## config.mk

```make
export PLATFORM = sky130hd
export DESIGN_NAME = stp_queue
export DESIGN_NICKNAME = d
export VERILOG_FILES = /design/src/sv/stp_pkg.sv /design/src/sv/stp_queue.sv
export SDC_FILE = /design/constraint.sdc
export NUM_CORES = 1
export LEC_CHECK = 0
export ABC_AREA = 1
export BUFFER_PORTS_ARGS = -buffer_cell sky130_fd_sc_hd__buf_2
export CELL_PAD_IN_SITES_DETAIL_PLACEMENT = 1
export CELL_PAD_IN_SITES_GLOBAL_PLACEMENT = 2
export CORE_ASPECT_RATIO = 0.9
export CORE_MARGIN = 1.5
export CORE_UTILIZATION = 40
export DETAILED_ROUTE_END_ITERATION = 16
export PLACE_DENSITY_LB_ADDON = 0.05
export SLEW_MARGIN = 20
export SYNTH_ARGS = -nofsm -noshare
export SYNTH_HDL_FRONTEND = slang
export SYNTH_SLANG_ARGS = --single-unit
```

## constraint.sdc

```tcl
create_clock -name clk -period 6.5 [get_ports clk]
set_input_delay 1.3 -clock clk [delete_from_list [all_inputs] [get_ports clk]]
set_output_delay 1.3 -clock clk [all_outputs]
set_load 0.02 [all_outputs]
```

## src/sv/stp_pkg.sv

```systemverilog
package stp_pkg;

  localparam int RangeW  = 16;
  localparam int AngleW  = 16;
  localparam int CoefW   = 16;
  localparam int OffsetW = 21;
  localparam int PointW  = 22;
  localparam int CfgIdxW = 3;
  localparam int CfgDataW = 21;
  localparam int Stages  = 15;
  localparam int StageW  = 4;
  // CORDIC datapath: range * 2^16 with growth headroom
  localparam int CordW   = 36;
  localparam int ZW      = 17;
  localparam int InvGain = 19899;
  localparam int QueueDepth = 2;
  localparam int PointMax = 2097151;
  localparam int PointMin = -2097152;

  localparam logic [CfgIdxW-1:0] RegRangeMin   = 3'd0;
  localparam logic [CfgIdxW-1:0] RegRangeMax   = 3'd1;
  localparam logic [CfgIdxW-1:0] RegAngleStart = 3'd2;
  localparam logic [CfgIdxW-1:0] RegAngleStep  = 3'd3;
  localparam logic [CfgIdxW-1:0] RegYawCos     = 3'd4;
  localparam logic [CfgIdxW-1:0] RegYawSin     = 3'd5;
  localparam logic [CfgIdxW-1:0] RegOffsetX    = 3'd6;
  localparam logic [CfgIdxW-1:0] RegOffsetY    = 3'd7;

  // accepted sample handed from front to back
  typedef struct packed {
    logic [RangeW-1:0] range;
    logic [AngleW-1:0] angle;
  } beam_t;

  typedef enum logic [2:0] {
    ST_IDLE, ST_CORDIC, ST_GAIN, ST_YAW_A, ST_YAW_B, ST_ROUND, ST_DONE
  } back_state_t;

  function automatic logic signed [ZW-1:0] atan_lut(input logic [StageW-1:0] i);
    logic signed [ZW-1:0] v;
    unique case (i)
      4'd0: v = 17'sd8192;
      4'd1: v = 17'sd4836;
      4'd2: v = 17'sd2555;
      4'd3: v = 17'sd1297;
      4'd4: v = 17'sd651;
      4'd5: v = 17'sd326;
      4'd6: v = 17'sd163;
      4'd7: v = 17'sd81;
      4'd8: v = 17'sd41;
      4'd9: v = 17'sd20;
      4'd10: v = 17'sd10;
      4'd11: v = 17'sd5;
      4'd12: v = 17'sd3;
      4'd13: v = 17'sd1;
      4'd14: v = 17'sd1;
      default: v = 17'sd0;
    endcase
    return v;
  endfunction

endpackage

```

## src/sv/stp_queue.sv

```systemverilog
// Small register queue between front and back.
module stp_queue #(
  parameter int Depth = stp_pkg::QueueDepth
) (
  input  logic clk,
  input  logic rst,
  input  logic wr,
  output logic full,
  input  stp_pkg::beam_t wdata,
  input  logic rd,
  output logic empty,
  output stp_pkg::beam_t rdata
);
  localparam int PtrW = (Depth > 1) ? $clog2(Depth) : 1;
  stp_pkg::beam_t mem [Depth];
  logic [PtrW-1:0] wptr, rptr;
  logic [PtrW:0] count;

  assign full = (count == (PtrW+1)'(Depth));
  assign empty = (count == '0);
  assign rdata = mem[rptr];

  always_ff @(posedge clk) begin
    if (wr && !full) begin
      mem[wptr] <= wdata;
    end
  end

  // pointers wrap at Depth
  always_ff @(posedge clk) begin
    if (rst) begin
      wptr <= '0;
      rptr <= '0;
      count <= '0;
    end else begin
      if (wr && !full) begin
        wptr <= (wptr == PtrW'(Depth - 1)) ? '0 : wptr + 1'b1;
      end
      if (rd && !empty) begin
        rptr <= (rptr == PtrW'(Depth - 1)) ? '0 : rptr + 1'b1;
      end
      count <= count + (PtrW+1)'(wr && !full) - (PtrW+1)'(rd && !empty);
    end
  end
endmodule

```

==> impl_results.html <==
<table>
<tr><th>Metric</th><th>Value</th></tr>
<tr><th colspan="2">Critical path</th></tr>
<tr><td>Critical Path RT</td><td>5.20 ns</td></tr>
<tr><td>Critical Path Fanout Max</td><td>32</td></tr>
<tr><td>Startpoint type of the worst setup path</td><td>flip-flop</td></tr>
<tr><td>Setup slack of the worst register-to-register path</td><td>4.62 ns</td></tr>
<tr><td>Worst Path Arrival</td><td>1.95 ns</td></tr>
<tr><td>Worst Reg-to-Reg Cells</td><td>5</td></tr>
<tr><td>Origin of the critical flop-to-flop path</td><td>count[0]</td></tr>
<tr><td>Endpoint of the lowest-slack register-to-register path</td><td>mem[1][20]</td></tr>
<tr><td>CP Class</td><td>reg2out</td></tr>
<tr><td>Endpoint class of the critical path</td><td>output pin</td></tr>
<tr><th colspan="2">Global route</th></tr>
<tr><td>Total congestion overflow after global routing</td><td>0</td></tr>
<tr><td>Number of antenna violations at the first check in global routing</td><td>0</td></tr>
<tr><td>Global Route Usage Sum</td><td>13.6%</td></tr>
<tr><td>Largest net degree at the start of global routing</td><td>33</td></tr>
<tr><td>Wire length of the first global-routing pass</td><td>7040 um</td></tr>
<tr><td>Vias in the first global route</td><td>1452</td></tr>
<tr><th colspan="2">Placed design</th></tr>
<tr><td>Half-perimeter wire length after detailed placement</td><td>3170 um</td></tr>
<tr><td>Placed inst area</td><td>about 3100 um2</td></tr>
<tr><td>Count of buffers inserted at the top-level ports</td><td>between 60 and 70</td></tr>
<tr><td>Placed cell count</td><td>between 200 and 300</td></tr>
<tr><td>Routability congestion estimate</td><td>approximately 0.68</td></tr>
<tr><td>Pre-CTS setup slack</td><td>3.55 ns</td></tr>
<tr><th colspan="2">Power and ir drop</th></tr>
<tr><td>Power, Total</td><td>between 1 and 1.5 mW</td></tr>
<tr><td>Leak Pwr</td><td>1.34 nW</td></tr>
<tr><td>Worst VDD drop</td><td>0.205 mV</td></tr>
<tr><td>Power per standard cell area</td><td>392 nW/um2</td></tr>
<tr><th colspan="2">Logic synthesis</th></tr>
<tr><td>Post-synthesis sequential element count</td><td>just under 70</td></tr>
<tr><td>Fraction of registers with async set/reset</td><td>0%</td></tr>
<tr><td>Part of the Yosys area used for sequential elements</td><td>74.4%</td></tr>
<tr><td>Syn Area/Cell</td><td>19.6 um2</td></tr>
<tr><td>Mapped Cells</td><td>139</td></tr>
<tr><td>Most used flip-flop cell after synthesis</td><td>sky130_fd_sc_hd__edfxtp_1</td></tr>
<tr><td>Most common cell in the netlist</td><td>sky130_fd_sc_hd__edfxtp_1</td></tr>
<tr><td>Cell type with the largest total area after synthesis</td><td>sky130_fd_sc_hd__edfxtp_1</td></tr>
<tr><td>Synthesized cell area</td><td>2720 um2</td></tr>
<tr><td>Commonest cells in the synthesized netlist</td><td>sky130_fd_sc_hd__edfxtp_1 (64), sky130_fd_sc_hd__mux2_4 (30), sky130_fd_sc_hd__inv_1 (10)</td></tr>
<tr><td>Syn_nets</td><td>177</td></tr>
<tr><td>Distinct cell type count of the synthesized netlist</td><td>12</td></tr>
<tr><td>Top-area cell type share of the netlist area</td><td>70.7%</td></tr>
<tr><td>Number of warning messages in the yosys log</td><td>0</td></tr>
<tr><td>Ranking of synthesized cells by area</td><td>sky130_fd_sc_hd__edfxtp_1 (71%), sky130_fd_sc_hd__mux2_4 (17%), sky130_fd_sc_hd__dfxtp_1 (3.7%)</td></tr>
<tr><td>Post-synth EDFFs</td><td>64</td></tr>
<tr><th colspan="2">CTS</th></tr>
<tr><td>Maximum level of the CTS H-tree</td><td>3</td></tr>
<tr><td>Bufs on Longest Clock Path</td><td>2</td></tr>
<tr><td>Clock tree from TritonCTS</td><td>built</td></tr>
<tr><td>Root buffer cell</td><td>sky130_fd_sc_hd__clkbuf_8</td></tr>
<tr><td>Clock latency at the later pin of the worst-skew pair</td><td>0.33 ns</td></tr>
<tr><td>Quantity of gates resized following cts</td><td>0</td></tr>
<tr><td>Clock Pin Slew Worst Setup and Hold Paths</td><td>0.06 ns</td></tr>
<tr><td>Number of clock buffers inserted by TritonCTS</td><td>9</td></tr>
<tr><td>Post-cts hold buffer count</td><td>0</td></tr>
<tr><td>Clock sinks</td><td>between 60 and 70</td></tr>
<tr><td>Post-CTS Setup Bufs</td><td>0</td></tr>
<tr><th colspan="2">Finish</th></tr>
<tr><td>Post-Layout Inst Area</td><td>3290 um2</td></tr>
<tr><td>Proportion of layout cells with a drive suffix above 1</td><td>52.1%</td></tr>
<tr><td>Footprint of the multi-input gates</td><td>594 um2</td></tr>
<tr><td>Fin util</td><td>49.9%</td></tr>
<tr><td>Area delta synth-&gt;final</td><td>21.0%</td></tr>
<tr><td>Layout fillers</td><td>682</td></tr>
<tr><td>Footprint of the flip-flops and latches</td><td>2020 um2</td></tr>
<tr><td>Cell Count, Final, Fillers Out</td><td>309</td></tr>
<tr><td>Antenna fix cells</td><td>0</td></tr>
<tr><td>Final net count</td><td>about 250</td></tr>
<tr><th colspan="2">Timing</th></tr>
<tr><td>Setup violators final</td><td>0</td></tr>
<tr><td>Final Max Tran Viols</td><td>0</td></tr>
<tr><td>Slew margin rel.</td><td>29.0%</td></tr>
<tr><td>Minimum hold slack</td><td>0.507 ns</td></tr>
<tr><td>Setup slack after layout</td><td>3.25 ns</td></tr>
<tr><td>Maximum achievable frequency</td><td>308 MHz</td></tr>
<tr><td>Fin crit period</td><td>3.25 ns</td></tr>
<tr><td>Final Hold Viols</td><td>0</td></tr>
<tr><td>Worst setup skew after layout</td><td>0.00555 ns</td></tr>
<tr><td>Transition at the pin with the smallest max-transition slack</td><td>1.06 ns</td></tr>
<tr><td>Setup repair after global routing missed its margin</td><td>no</td></tr>
<tr><td>Setup TNS</td><td>0 ns</td></tr>
<tr><td>Final worst-path cycle share</td><td>approximately 50%</td></tr>
<tr><th colspan="2">Floorplan</th></tr>
<tr><td>Die span in x</td><td>roughly 90 um</td></tr>
<tr><td>Area of the core</td><td>approximately 6600 um2</td></tr>
<tr><td>Die boundary height</td><td>81.2 um</td></tr>
<tr><td>Starting Density</td><td>41.3%</td></tr>
<tr><td>Cell row count</td><td>28</td></tr>
<tr><td>I/O Pins</td><td>70</td></tr>
<tr><td>Die area</td><td>7300 um2</td></tr>
<tr><th colspan="2">Route</th></tr>
<tr><td>Drt initial violations</td><td>41</td></tr>
<tr><td>Detailed-route wire length per cell</td><td>14.9 um</td></tr>
<tr><td>Total routed wirelength</td><td>between 4000 and 5000 um</td></tr>
<tr><td>Remaining design rule violation count</td><td>0</td></tr>
<tr><td>DRT antenna net count</td><td>0</td></tr>
<tr><td>Drt pass-1 iters</td><td>4</td></tr>
<tr><td>Vias</td><td>1373</td></tr>
<tr><td>Post-detailed-route via-to-cell ratio</td><td>4.44</td></tr>
<tr><th colspan="2">Hold path</th></tr>
<tr><td>Hold path depth</td><td>2</td></tr>
<tr><td>Tightest Hold Check Type</td><td>reg2reg</td></tr>
<tr><td>Startpoint of the tightest hold check path</td><td>rptr</td></tr>
<tr><th colspan="2">Job</th></tr>
<tr><td>Max-cap violation count</td><td>0</td></tr>
<tr><th colspan="2">Run status</th></tr>
<tr><td>Result of the run</td><td>finished clean</td></tr>
</table>
where the power goes:
group	total [mW]	leakage (nW)	internal (mW)	switching (mW)
clock	0.303	0.0847	0.169	0.134
sequential	0.619	0.640	0.566	0.0531
combinational	0.367	0.613	0.170	0.197
registers in the layout (all words and copies together), names as in the netlist, named ones only:
name   cells
count      2
mem       64
rptr       1
wptr       1
cells by family (layout without fill, tap and decap cells):
kind of cell             Yosys count  after routing  share of synthesized area (%)
flip-flops                        69             69                           74.4
buffers and inverters             14             94                           4.01
AND/OR/NAND/NOR                   20             20                           2.90
multiplexers                      32             32                           17.4
AO/OA/AOI/OAI                      2              2                          0.368
adder cells (fa/ha/maj)            2              2                          0.921
critical path, stage by stage, from the launching register on:
cell,delay [ns]
sky130_fd_sc_hd__dfxtp_2,1.04
sky130_fd_sc_hd__mux2_2,0.42
sky130_fd_sc_hd__buf_2,0.16
area by class of cell:
cell class / count / share of cell area (%)
sequential: 69 / 61.5
multi-input combinational: 56 / 18.1
timing repair buffer: 70 / 10.7
clock buffer: 10 / 3.88
tap: 90 / 3.42
clock inverter: 4 / 1.26
inverter: 10 / 1.14
layer usage:
layer	up-vias	global-route usage, %	wire length [um]
li1	667	-	-
met1	655	13.2	1810
met2	45	25.0	2480
met3	6	7.02	257
met4	0	4.76	57
met5	-	0	0
cell usage in the layout, fill, tap and decap left out:
cell type,netlist,layout
sky130_fd_sc_hd__a21oi_1,2,2
sky130_fd_sc_hd__buf_2,0,69
sky130_fd_sc_hd__buf_4,0,1
sky130_fd_sc_hd__bufinv_16,0,1
sky130_fd_sc_hd__clkbuf_1,0,1
sky130_fd_sc_hd__clkbuf_8,0,9
sky130_fd_sc_hd__clkinv_1,0,3
sky130_fd_sc_hd__dfxtp_1,5,4
sky130_fd_sc_hd__dfxtp_2,0,1
sky130_fd_sc_hd__edfxtp_1,64,64
sky130_fd_sc_hd__ha_1,2,2
sky130_fd_sc_hd__inv_1,10,10
sky130_fd_sc_hd__mux2_2,2,2
sky130_fd_sc_hd__mux2_4,30,30
sky130_fd_sc_hd__nand2_1,8,8
sky130_fd_sc_hd__nand3_1,3,3
sky130_fd_sc_hd__nor2_1,9,8
sky130_fd_sc_hd__nor2_4,0,1
worst max path at each step:
stage | startpoint | to | slack (ns) | depth (start not counted)
floorplan | wr | mem[0][0] | 3.36 | 2
global placement | flip-flop | rdata[18] | 3.60 | 2
detailed placement | flip-flop | rdata[19] | 3.55 | 2
CTS | flip-flop | rdata[19] | 3.18 | 2
global route | flip-flop | rdata[19] | 3.12 | 2
finish | flip-flop | rdata[19] | 3.25 | 2
(Power assumes the default switching activity.)
