===== config.mk =====
export PLATFORM = sky130hd
export DESIGN_NAME = stp_front
export DESIGN_NICKNAME = d
export VERILOG_FILES = /design/src/sv/stp_pkg.sv /design/src/sv/stp_front.sv
export SDC_FILE = /design/constraint.sdc
export NUM_CORES = 1
export LEC_CHECK = 0
export BUFFER_PORTS_ARGS = -buffer_cell sky130_fd_sc_hd__buf_2
export CAP_MARGIN = 20
export CORE_ASPECT_RATIO = 2
export CORE_UTILIZATION = 45
export DETAILED_ROUTE_END_ITERATION = 10
export GPL_TIMING_DRIVEN = 0
export PLACE_DENSITY = 0.78
export SETUP_SLACK_MARGIN = 0.02
export SLEW_MARGIN = 10
export SYNTH_ARGS = -nofsm -noshare
export SYNTH_HDL_FRONTEND = slang
export SYNTH_SLANG_ARGS = --single-unit

===== constraint.sdc =====
create_clock -name clk -period 3.85 [get_ports clk]
set_input_delay 0.77 -clock clk [delete_from_list [all_inputs] [get_ports clk]]
set_output_delay 0.77 -clock clk [all_outputs]
set_load 0.01 [all_outputs]

===== src/sv/stp_pkg.sv =====
package stp_pkg;

  localparam int RangeW  = 16;
  localparam int AngleW  = 16;
  localparam int CoefW   = 16;
  localparam int OffsetW = 21;
  localparam int PointW  = 22;
  localparam int CfgIdxW = 3;
  localparam int CfgDataW = 21;
  localparam int Stages  = 15;
  localparam int StageW  = 4;
  // CORDIC datapath: range * 2^16 with growth headroom
  localparam int CordW   = 36;
  localparam int ZW      = 17;
  localparam int InvGain = 19899;
  localparam int QueueDepth = 2;
  localparam int PointMax = 2097151;
  localparam int PointMin = -2097152;

  localparam logic [CfgIdxW-1:0] RegRangeMin   = 3'd0;
  localparam logic [CfgIdxW-1:0] RegRangeMax   = 3'd1;
  localparam logic [CfgIdxW-1:0] RegAngleStart = 3'd2;
  localparam logic [CfgIdxW-1:0] RegAngleStep  = 3'd3;
  localparam logic [CfgIdxW-1:0] RegYawCos     = 3'd4;
  localparam logic [CfgIdxW-1:0] RegYawSin     = 3'd5;
  localparam logic [CfgIdxW-1:0] RegOffsetX    = 3'd6;
  localparam logic [CfgIdxW-1:0] RegOffsetY    = 3'd7;

  // accepted sample handed from front to back
  typedef struct packed {
    logic [RangeW-1:0] range;
    logic [AngleW-1:0] angle;
  } beam_t;

  typedef enum logic [2:0] {
    ST_IDLE, ST_CORDIC, ST_GAIN, ST_YAW_A, ST_YAW_B, ST_ROUND, ST_DONE
  } back_state_t;

  function automatic logic signed [ZW-1:0] atan_lut(input logic [StageW-1:0] i);
    logic signed [ZW-1:0] v;
    unique case (i)
      4'd0: v = 17'sd8192;
      4'd1: v = 17'sd4836;
      4'd2: v = 17'sd2555;
      4'd3: v = 17'sd1297;
      4'd4: v = 17'sd651;
      4'd5: v = 17'sd326;
      4'd6: v = 17'sd163;
      4'd7: v = 17'sd81;
      4'd8: v = 17'sd41;
      4'd9: v = 17'sd20;
      4'd10: v = 17'sd10;
      4'd11: v = 17'sd5;
      4'd12: v = 17'sd3;
      4'd13: v = 17'sd1;
      4'd14: v = 17'sd1;
      default: v = 17'sd0;
    endcase
    return v;
  endfunction

endpackage


===== src/sv/stp_front.sv =====
// Range gate and beam angle tracking; pushes accepted in-gate beams into the queue.
module stp_front (
  input  logic clk,
  input  logic rst,
  input  logic push,
  output logic full,
  input  logic [stp_pkg::RangeW-1:0] range_mm,
  input  logic first_of_scan,
  input  logic [stp_pkg::RangeW-1:0] gate_lo,
  input  logic [stp_pkg::RangeW-1:0] gate_hi,
  input  logic [stp_pkg::AngleW-1:0] angle_start,
  input  logic [stp_pkg::AngleW-1:0] angle_step,
  output logic q_push,
  input  logic q_full,
  output stp_pkg::beam_t q_data
);
  logic [stp_pkg::AngleW-1:0] beam_angle;
  logic [stp_pkg::AngleW-1:0] cur_angle;
  logic take;
  logic in_gate;

  assign full = q_full;
  assign take = push && !q_full;
  assign cur_angle = first_of_scan ? angle_start : beam_angle;
  assign in_gate = (range_mm >= gate_lo) && (range_mm <= gate_hi);
  assign q_push = take && in_gate;
  assign q_data.range = range_mm;
  assign q_data.angle = cur_angle;

  // angle advances on every accepted sample, in gate or not
  always_ff @(posedge clk) begin
    if (rst) begin
      beam_angle <= '0;
    end else if (take) begin
      beam_angle <= cur_angle + angle_step;
    end
  end
endmodule


==> results.md, run 1 <==
- The flow ran to the end, and the final reports show no timing, DRC or antenna violations.
- The total half-perimeter wirelength after legalization and detailed placement is 5830 µm.
- The pre-antenna-repair detailed-routing pass consisted of 6 iterations.
- Counting every net in the synthesized netlist gives 436.
- The iteration-0 DRC count of the detailed router is 58.
- Among all flip-flop cells after synthesis, the most frequent one is sky130_fd_sc_hd__dfxtp_1.
- By area the synthesized netlist is led by sky130_fd_sc_hd__ha_1 (24%), sky130_fd_sc_hd__dfxtp_1 (13%), sky130_fd_sc_hd__mux2_2 (7.0%).
- Synthesis handed over a netlist of 303 instances.
- The part of the total power dissipated in combinational logic is 54.5%.
- Of the available clock period, the critical path in the final layout requires 95.6%.
- The element type at the critical path end is a flop.
- Headroom to the max-slew limit came out at 56.5%.
- The switching power is 0.281 mW.
- Once placement completed, the tool counted placed cells totaling 478.
- The count of hold-fix buffers inserted at cts is 0.
- The leakage power summed over all cells is 1.76 nW.
- The total count of max-transition violations in the final report is 0.
- The number of cells on the worst reg-to-reg path is 9.
- Per report_power, the clock group accounts for 19.1% of the total.
- The worst hold path was traced through 2 stages.
- In the routed design, unresolved DRC markers number 0.
- The total wirelength of the detailed-routed design is 6800 µm.
- The library cell with the largest summed area after synthesis is sky130_fd_sc_hd__ha_1.
- The register with the most flip-flops in the layout has 16 of them.
- Max-cap violations in this run came to 0.
- The largest registers in the layout are beam_angle x16.
- The first global-routing pass estimated 10500 µm of wire.
- Sequential cells were found to cover 13.3% of the synthesized design area.
- Yosys mapped a number of flops with a built-in enable equal to 0.
- The average cell area after synthesis is 7.97 µm².
- 0 antenna diodes ended up in the layout.
- The beginning of the worst hold path is beam_angle[3].
- The number of storage elements in the synthesis netlist is 16.
- In this run the core area contains 37 standard-cell rows.
- The worst register-to-register path ends at beam_angle[14].
- The area enclosed by the die boundary is 5680 µm².
- The total power is 0.715 mW.
- The number of different library cells used by synthesis comes to 48.
- The required arrival time at the worst endpoint is 3980 ps.
- The pin count of the biggest net entering global routing is 11.
- The register with the most flip-flops in the final layout is beam_angle.
- The share of async-settable or async-resettable flops after synthesis is 0%.
- The class of the worst hold path is reg -> reg.
- The clock period minus worst slack is 3680 ps.
- The net count of the finished layout is 558.
- Registers are responsible for 26.3% of the overall power.
- During I/O placement, the number of pins put on the boundary was 119.
- After floorplanning, the core was sized to cover 5140 µm².
- In this run the power density over the cells is 230 nW/µm².
- For this run, the share of the core covered by cells in the final layout is 60.6%.
- The arrival time at the worst endpoint is 3810 ps.
- The detailed-route via count is 2637.
- During synthesis, Yosys emitted a total of 0 warnings.
- In this design, the largest share of critical-path delay is due to compound AO/OA/AOI/OAI gates.
- The signal on the critical path passes through buf_2, buf_1, mux2_2, ha_1, fa_1, a21o_1, a21boi_2, o21ai_0, o221ai_1, xor2_1, a211oi_1.
- The root buffer cell is sky130_fd_sc_hd__clkbuf_8.
- The worst register-to-register path begins at beam_angle[0].
- The startpoint-to-endpoint class of the critical path is in -> reg.
- The startpoint class of the critical path is an input port.
- By instance count, the leading cell after synthesis is sky130_fd_sc_hd__ha_1.
- The library cell contributing the largest single delay on the critical path is sky130_fd_sc_hd__buf_1.
- TritonCTS created 3 clock buffers.
- The standard cell area after detailed placement is 3070 µm².
- CTS built an H-tree with a depth of 1.
- The global placer's final weighted congestion is 0.901.
- The clock slew at the register clock pins of the worst setup and hold paths is 70 ps.
- The horizontal die dimension is 53.8 µm.
- The fraction of final layout cells sized beyond drive strength 1 is 38.1%.
- The number of antenna violations at the first check in global routing is 0.
- The height of the die is 106 µm.
- By count the netlist is led by sky130_fd_sc_hd__ha_1 (47), sky130_fd_sc_hd__inv_1 (39), sky130_fd_sc_hd__a21oi_1 (30).
- Derived from the worst setup path, the maximum achievable clock frequency is 0.272 GHz.
- In this design, the stage delay of the slowest critical-path cell is 540 ps.
- The global-route total usage across every layer is 25.0%.
- Across the VDD grid, the largest voltage drop is 0.238 mV.
- Summed over all layers, the global routing overflow is 0.
- The share of synthesized area in the top cell type comes to 24.4%.
- Dividing the detail-routed wire length by the instance count gives 14.1 µm.
- The worst-path maximum fanout is 10.
- The count of buffers inserted at the top-level ports is 117.
- The worst register-to-register path has a setup slack of 1290 ps.
- At the pin with the least slew margin, the transition time is 652 ps.
- The endpoint with the worst hold slack is beam_angle[3].
- The final number of hold-violating endpoints is 0.
- The number of sinks on the clock net is 16.
- In this run the deepest clock path goes through 2 buffers.
- The finished layout cell area is 3110 µm².
- Gates resized during post-CTS repair numbered 0.
- The number of global-route vias before repair is 2633.
- The buffering stage count on the worst path with inverters included is 2.
- The internal power of the cells totals 0.434 mW.
- The setup-violating endpoint count in the final report is 0.
- The switching part of the total is 39.3%.
- The clock tree from TritonCTS is yes.
- Buffers added to address setup during post-CTS repair amount to 0.
- The area added between synthesis and finish is 29.0%.
- At the later pin of the worst-skew pair, clock insertion delay measures 260 ps.
- The average vias per placed instance is 5.48.
- After synthesis the cells add up to 2410 µm².
- The count of nets left with antenna violations once routing finished came out at 0.
- The final cell count without fillers is 481.
- The clock arrives with 5.89 ps of skew.
- The initial standard-cell utilization of the core is 47.0%.
- Setup repair after global routing left no endpoint under its margin.
## per-stage QoR
stage | hold slack [ps] | TNS, ps | setup slack (ps)
final | 450 | 0 | 171
after global routing | 469 | 0 | 29.8
after CTS | 454 | 0 | 203
after floorplan | 429 | 0 | 500
after global placement | 439 | -10.8 | -10.8
after detailed placement | 445 | -67.0 | -67.0
## cells by family after synthesis
group	after synthesis	synth area share [%]
AOI/OAI and AO/OA	79	22.0
and+or+nand+nor	69	15.4
buffers and inverters	64	12.7
adders and majority gates	48	25.2
muxes	16	7.41
DFF	16	13.3
xor gates and xnor gates	11	3.99
## layout by cell type (no fill, tap or decap), types with 5 or more instances in the layout
cell type / netlist / layout
sky130_fd_sc_hd__buf_4: 17 / 17
sky130_fd_sc_hd__nand3_1: 10 / 10
sky130_fd_sc_hd__a21o_1: 9 / 9
sky130_fd_sc_hd__nand2_1: 22 / 22
sky130_fd_sc_hd__xor2_1: 7 / 7
sky130_fd_sc_hd__dfxtp_1: 16 / 16
sky130_fd_sc_hd__buf_2: 2 / 119
sky130_fd_sc_hd__nand4_1: 6 / 6
sky130_fd_sc_hd__inv_1: 39 / 39
sky130_fd_sc_hd__ha_1: 47 / 47
sky130_fd_sc_hd__clkbuf_1: 5 / 5
sky130_fd_sc_hd__a211oi_1: 7 / 7
sky130_fd_sc_hd__o21ai_0: 11 / 11
sky130_fd_sc_hd__nor2_1: 6 / 6
sky130_fd_sc_hd__a21oi_1: 30 / 30
sky130_fd_sc_hd__mux2_2: 15 / 15
## worst max path at each step
stage / start / to / slack [ps] / cells after the start
finish: first_of_scan / beam_angle[14] / 170 / 11
detailed placement: first_of_scan / beam_angle[14] / -70 / 11
CTS: first_of_scan / beam_angle[14] / 200 / 11
global route: first_of_scan / beam_angle[14] / 30 / 11
floorplan: first_of_scan / beam_angle[14] / 500 / 11
global placement: first_of_scan / beam_angle[14] / -10 / 11
## layout make-up
| cell class | instances | area [µm²] |
|---|---|---|
| sequential | 16 | 320 |
| tap | 58 | 72.6 |
| buffer | 25 | 160 |
| fill | 494 | 2030 |
| inverter | 39 | 146 |
| clock buffer | 3 | 41.3 |
| multi-input combinational | 223 | 1790 |
| timing repair buffer | 117 | 586 |
## metal layers
| layer | GRT usage [%] | vias to the layer above | part of all wire [%] |
|---|---|---|---|
| met5 | 0 | - | 0 |
| met4 | 14.8 | 0 | 3.6 |
| met3 | 1.88 | 19 | 5.0 |
| met2 | 51.6 | 116 | 61 |
| met1 | 19.1 | 1191 | 31 |
| li1 | - | 1311 | - |
## worst reg2reg max path, cell delays in order (launching register included)
cell                       delay (ps)
sky130_fd_sc_hd__dfxtp_1          310
sky130_fd_sc_hd__mux2_2           270
sky130_fd_sc_hd__ha_1             220
sky130_fd_sc_hd__fa_1             400
sky130_fd_sc_hd__a21o_1           220
sky130_fd_sc_hd__a21boi_2         240
sky130_fd_sc_hd__o21ai_0          220
sky130_fd_sc_hd__o221ai_1         260
sky130_fd_sc_hd__xor2_1           200
sky130_fd_sc_hd__a211oi_1          90
## power groups by stage
stage | Combinational (mW) | Clock [mW] | Sequential [mW]
after CTS | 0.390 | 0.135 | 0.188
after detailed placement | 0.388 | 0 | 0.192
after global routing | 0.435 | 0.141 | 0.190
final | 0.390 | 0.137 | 0.188
after floorplan | 0.261 | 0 | 0.188
after global placement | 0.378 | 0 | 0.191
Power figures use the tool's default switching activity.
==> run 2, diff against run 1 <==
--- a/config.mk
+++ b/config.mk
@@ -5,7 +5,7 @@
 export SDC_FILE = /design/constraint.sdc
 export NUM_CORES = 1
 export LEC_CHECK = 0
-export BUFFER_PORTS_ARGS = -buffer_cell sky130_fd_sc_hd__buf_2
+export BUFFER_PORTS_ARGS = -buffer_cell sky130_fd_sc_hd__buf_4
 export CAP_MARGIN = 20
 export CORE_ASPECT_RATIO = 2
 export CORE_UTILIZATION = 45
==> run 2 against run 1 <==
Against the previous run:
- die area stayed put
- non-clock buffer count decreased by 1
- count of clock-buffer cells in the layout stayed put
- hold slack improved by 5.1 ps
- clock power about the same
- utilization grew 5.6 points
- design area rose by 9.3%
- combinational power rose by 11%
- critical endpoint unchanged
- largest power group unchanged
==> results.md, run 2 (synthesized netlist as in run 1, its figures left out) <==
- The final number of hold-violating endpoints is 0.
- The site row count is 37.
- The clock period minus worst slack is 3280 ps.
- The DRC violation count after routing is 0.
- The number of search-and-repair iterations in the first detailed-routing pass is 4.
- The total count of max-transition violations in the final report is 0.
- The number of setup buffers added after CTS is 0.
- The worst setup path is captured at a flop.
- In this run the number of H-tree levels came out at 1.
- The area enclosed by the die boundary is 5680 µm².
- The horizontal die dimension is 53.8 µm.
- The critical register-to-register path endpoint is beam_angle[14].
- The area inside the core boundary is 5140 µm².
- The clock arrives with 5.76 ps of skew.
- The setup-violating endpoint count in the final report is 0.
- The fraction of final layout cells sized beyond drive strength 1 is 38.2%.
- Counting the buffers created by CTS gives 3.
- Clock latency on the worst-skew pair, taken at its later pin, is 260 ps.
- The run finished with clean final reports.
- The largest buffer count on any clock path is 2.
- Setup repair after global routing left no endpoint under its margin.
- Timing would allow up to 0.305 GHz.
- The required arrival time at the worst endpoint is 4030 ps.
- The total congestion overflow is 0.
- For the worst flop-to-flop path, the logic depth is 9.
- The worst path uses 85.3% of the clock period.
- The count of cells in the finished layout, fillers not included, comes to 480.
- The startpoint-to-endpoint class of the critical path is in -> reg.
- The per-cell routed wire length is 14.7 µm.
- The number of antenna violations at the first check in global routing came to 0.
- The height of the die is 106 µm.
- TritonCTS built the clock tree.
- The largest registers in the layout are beam_angle x16.
- The class of the worst hold path is reg -> reg.
- The root buffer cell is sky130_fd_sc_hd__clkbuf_8.
- The register with the most flip-flops in the layout has 16 of them.
- Buffers placed on the I/O ports in this run total 117.
- The total wirelength of the detailed-routed design is 7060 µm.
- The count of hold-fix buffers inserted at cts is 0.
- The headroom to the max-slew limit is 61.6%.
- The beginning of the worst hold path is beam_angle[4].
- For this design the static power due to leakage is 1.85 nW.
- The wire length of the first global-routing pass is 11400 µm.
- The count of filler cells inserted in the layout is 482.
- The HPWL after detailed placement is 6120 µm.
- From synthesis to final layout, the design area changed by 41.0%.
- The slack of the worst reg-to-reg path is 1250 ps.
- The startpoint class of the critical path is an input port.
- Power spread over the standard cell area amounts to 221 nW/µm².
- Summing over every cut layer, the via total after detailed routing is 2643.
- 119 I/O pins were placed.
- At the pin with the least slew margin, the transition time is 576 ps.
- The repair_antennas step left the layout with diodes totalling 0.
- Once the clock tree was built, the resizer swapped 0 gates to a different size.
- After clock tree synthesis, the clock-pin slew on the worst setup and hold paths is 70 ps.
- Along the worst path, the maximum fanout reaches 16.
- For this run, the total global-route usage over all layers was measured as 26.8%.
- For hold timing, the worst endpoint is beam_angle[4].
- The first routing iteration left 63 violations.
- The instance count after placement with tap cells included is 478.
- The worst register-to-register path begins at beam_angle[0].
- Leaving out fill and tap cells, the most frequent cell in the layout is sky130_fd_sc_hd__buf_4.
- The number of max-cap violations is 0.
- The congestion estimate from routability-driven global placement came to 0.932.
- The arrival time at the worst endpoint is 3460 ps.
- The average vias per placed instance is 5.51.
- The register containing the most flip-flops in the final layout is beam_angle.
- The number of global-route vias before repair is 2669.
- The total power is 0.752 mW.
- For this configuration, the core starts out at a cell density of 47.0%.
- The total number of nets in the final design is 557.
- The library cells used most frequently in the layout, excluding fill and tap cells, are sky130_fd_sc_hd__buf_4 (134), sky130_fd_sc_hd__ha_1 (47), sky130_fd_sc_hd__inv_1 (39).
- Entering global routing, the biggest net connects 11 pins.
- The setup total negative slack is 0 ps.
- Clock tree synthesis found a total of 16 sinks.
- VDD sags by at most 0.241 mV.
- The worst hold path depth is 2.
- Once detail routing completed, the nets flagged for antenna violations numbered 0.
run 2: through the flow:
| step | hold WS, ps | util, % | setup slack (ps) | cell area (µm²) |
|---|---|---|---|---|
| 2_1_floorplan | 429 | - | 500 | 2410 |
| 3_3_place_gp | 439 | 65.5 | 11.7 | 3360 |
| 3_5_place_dp | 448 | 65.5 | -67.6 | 3360 |
| 4_1_cts | 461 | 66.3 | 182 | 3410 |
| 5_1_grt | 475 | 66.2 | 399 | 3400 |
| 6_report | 456 | 66.2 | 567 | 3400 |
run 2: cell type report:
| cell class | count | area (µm²) | share of cell area (%) |
|---|---|---|---|
| inverters | 39 | 146 | 4.30 |
| clock buffers | 3 | 41.3 | 1.21 |
| flip-flops and latches | 16 | 320 | 9.42 |
| plain buffers | 24 | 156 | 4.60 |
| multi-input cells | 223 | 1790 | 52.5 |
| repair buffers | 117 | 878 | 25.8 |
| well taps | 58 | 72.6 | 2.13 |
run 2: how the worst max path moves through the flow:
stage,start,endpoint,slack [ps],depth (start not counted)
floorplan,first_of_scan,beam_angle[14],500,11
global placement,first_of_scan,beam_angle[14],10,11
detailed placement,first_of_scan,beam_angle[14],-70,11
CTS,first_of_scan,beam_angle[14],180,11
global route,first_of_scan,beam_angle[14],400,10
finish,first_of_scan,beam_angle[14],570,10
run 2: worst max-delay path, cell delays in order:
cell                       delay [ps]
sky130_fd_sc_hd__buf_2            340
sky130_fd_sc_hd__mux2_2           410
sky130_fd_sc_hd__ha_1             220
sky130_fd_sc_hd__fa_1             410
sky130_fd_sc_hd__a21o_1           220
sky130_fd_sc_hd__a21boi_2         240
sky130_fd_sc_hd__o21ai_0          230
sky130_fd_sc_hd__o221ai_1         280
sky130_fd_sc_hd__xor2_1           100
sky130_fd_sc_hd__a211oi_1         220
run 2: routing by layer:
layer / GRT usage, % / vias up / share of wire (%)
li1: - / 1298 / -
met1: 21.2 / 1194 / 29
met2: 54.3 / 127 / 60
met3: 4.18 / 24 / 6.0
met4: 13.7 / 0 / 4.3
met5: 0 / - / 0
run 2: power by group:
part           internal, mW  switching [mW]
logic                 0.221           0.210
registers             0.180         0.00740
clock network        0.0697          0.0644
total                 0.470           0.282
==> run 3, diff against run 2 <==
--- a/config.mk
+++ b/config.mk
@@ -5,13 +5,16 @@
 export SDC_FILE = /design/constraint.sdc
 export NUM_CORES = 1
 export LEC_CHECK = 0
-export BUFFER_PORTS_ARGS = -buffer_cell sky130_fd_sc_hd__buf_4
+export BUFFER_PORTS_ARGS = -buffer_cell sky130_fd_sc_hd__buf_2
 export CAP_MARGIN = 20
+export CELL_PAD_IN_SITES_DETAIL_PLACEMENT = 2
+export CELL_PAD_IN_SITES_GLOBAL_PLACEMENT = 2
 export CORE_ASPECT_RATIO = 2
-export CORE_UTILIZATION = 45
+export CORE_UTILIZATION = 25
+export CTS_CLUSTER_DIAMETER = 120
 export DETAILED_ROUTE_END_ITERATION = 10
 export GPL_TIMING_DRIVEN = 0
-export PLACE_DENSITY = 0.78
+export PLACE_DENSITY = 0.8
 export SETUP_SLACK_MARGIN = 0.02
 export SLEW_MARGIN = 10
 export SYNTH_ARGS = -nofsm -noshare
==> run 3 against run 2 <==
Against the previous run:
- die area increased by 77%
- sequential power about the same
- hold slack got worse by 2.2 ps
- critical path depth unchanged
- clock skew decreased by 4.3 ps
- combinational power decreased by 4%
- register-to-register slack got worse by 110 ps
- largest cell class unchanged
==> results.md, run 3 (synthesized netlist as in run 1, its figures left out) <==
- The flow ran to the end, and the final reports show no timing, DRC or antenna violations.
- For this run, the post-layout net count is 557.
- Clock-pin slew was measured on the worst setup and hold paths at 50 ps.
- Traced cell by cell, the critical path runs through buf_2, mux2_2, ha_1, fa_1, a21o_1, a21boi_2, o21ai_0, o221ai_1, xor2_1, a211oi_1.
- The required arrival time at the worst endpoint is 4010 ps.
- The clock latency reported for the late side of the worst-skew pair is 250 ps.
- The finished layout cell area is 3200 µm².
- Setup repair after global routing left no endpoint under its margin.
- The largest individual stage delay along the critical path comes from the cell sky130_fd_sc_hd__fa_1.
- After detailed routing, the number of remaining DRC violations is 0.
- The area added between synthesis and finish is 32.6%.
- The initial standard-cell utilization of the core is 25.7%.
- The arrival time at the worst endpoint is 3560 ps.
- In this run the count of I/O pins placed on the die edge is 119.
- The die is 71.5 µm wide.
- The die is 141 µm tall.
- The diode insertion count for antenna repair is 0.
- Once detail routing completed, the nets flagged for antenna violations numbered 0.
- The root buffer cell is sky130_fd_sc_hd__clkbuf_16.
- The number of search-and-repair iterations in the first detailed-routing pass is 4.
- The area inside the core boundary is 9380 µm².
- The fraction of final layout cells sized beyond drive strength 1 is 38.2%.
- The startpoint-to-endpoint class of the critical path is in -> reg.
- The count of buffers inserted at the top-level ports is 117.
- The actual slew at the worst max-slew pin is 654 ps.
- The total overflow left after global routing is 0.
- The setup-violating endpoint count in the final report is 0.
- Static timing analysis puts the maximum clock frequency at 0.294 GHz.
- The path class of the tightest hold or removal check is reg -> reg.
- The number of buffers inserted during clock tree synthesis is 3.
- The average vias per placed instance is 5.19.
- Across the run, the number of max-cap violations was 0.
- The period utilization is 88.4%.
- The number of antenna violations at the first check in global routing was 0.
- The clock tree from TritonCTS is yes.
- The final route contains 2731 vias.
- The pin count of the biggest net entering global routing is 17.
- Along the worst path, the maximum fanout reaches 16.
- The utilization of the core after routing is 34.1%.
- The number of global-route vias before repair was 3135.
- Dividing total power by cell area gives a power density of 253 nW/µm².
- The congestion estimate from routability-driven global placement came to 0.903.
- The leakage power summed over all cells is 1.77 nW.
- The largest stage delay on the critical path is 430 ps.
- The clock net in this run drives a total of 16 sinks.
- The number of H-tree branching levels is 1.
- The final number of hold-violating endpoints is 0.
- The area enclosed by the die boundary is 10100 µm².
- The number of flip-flops under the largest register name is 16.
- The global-route total usage across every layer is 18.5%.
- The iteration-0 DRC count of the detailed router is 24.
- The setup total negative slack is 0 ps.
- The startpoint class of the critical path is an input port.
- The worst vdd rail ir drop is 0.182 mV.
- The clock period minus worst slack is 3400 ps.
- Across the routed clock network, the largest skew measured is 1.43 ps.
- In this run the cell area measured after placement is 3130 µm².
- The wire length of the first global-routing pass is 14500 µm.
- The element type at the critical path end is a flop.
- The register containing the most flip-flops in the final layout is beam_angle.
- The per-cell routed wire length is 17.3 µm.
- The total count of max-transition violations in the final report is 0.
- The number of buffers inserted to repair setup after CTS is 0.
- The library cells used most frequently in the layout, excluding fill and tap cells, are sky130_fd_sc_hd__buf_2 (119), sky130_fd_sc_hd__ha_1 (47), sky130_fd_sc_hd__inv_1 (39).
- The total half-perimeter wirelength after legalization and detailed placement is 8190 µm.
- The largest registers in the layout are beam_angle x16.
- The total wirelength of the detailed-routed design is 9080 µm.
- The headroom to the max-slew limit is 56.4%.
- The clock passes through at most 2 buffers.
- The library cell used most frequently in the layout, excluding fill and tap cells, is sky130_fd_sc_hd__buf_2.
- The initialized floorplan defines 50 standard-cell rows.
-- run 3: cell counts in the layout (fill, tap and decap cells not counted) --
Identical to the previous run, type by type.
-- run 3: final timing paths --
kind	from	slack [ps]	depth (start not counted)	end
hold / removal	beam_angle[6]	450	2	beam_angle[6]
hold reg to reg	beam_angle[6]	450	2	beam_angle[6]
setup / recovery	first_of_scan	450	10	beam_angle[14]
setup reg to reg	beam_angle[0]	1140	9	beam_angle[14]
-- run 3: layout make-up --
class                   instances  area (µm²)
plain buffers                  24         156
multi-input cells             223        1790
clock buffers                   3        75.1
inverters                      39         146
repair buffers                117         586
well taps                     104         130
fillers                      1130        6180
flip-flops and latches         16         320
-- run 3: where the power goes --
part	internal [mW]	leakage, nW	switching [mW]	total [mW]
clock	0.137	0.0370	0.0725	0.209
combinational	0.186	1.60	0.227	0.412
sequential	0.180	0.131	0.00796	0.188
total	0.503	1.77	0.307	0.810
-- run 3: what timing repair did --
action,in CTS,in global routing
hold buffers,0,0
setup endpoints to repair,1,0
gates resized for setup,0,0
-- run 3: through the flow --
| step | setup slack, ps | total power, mW | hold WS [ps] | std cells |
|---|---|---|---|---|
| after floorplan | 500 | 0.449 | 429 | 303 |
| after global placement | -274 | 0.586 | 437 | 524 |
| after detailed placement | -322 | 0.608 | 450 | 524 |
| after CTS | 388 | 0.824 | 457 | 526 |
| after global routing | 325 | 0.869 | 490 | 526 |
| final | 448 | 0.810 | 453 | 526 |
-- run 3: per-layer routing --
metal / share of wire, % / wire (µm) / vias to the layer above / GRT usage, %
li1: - / - / 1303 / -
met1: 31 / 2800 / 1286 / 14.7
met2: 59 / 5350 / 117 / 39.6
met3: 4.2 / 381 / 25 / 1.43
met4: 6.0 / 544 / 0 / 12.5
met5: 0 / 0 / - / 0
-- run 3: critical path, delay by kind of cell --
kind / cells / cell delay (ps)
adder cells (fa/ha/maj): 2 / 670
multiplexers: 1 / 400
XOR/XNOR: 1 / 110
buffers and inverters: 1 / 360
AO/OA/AOI/OAI: 5 / 1250
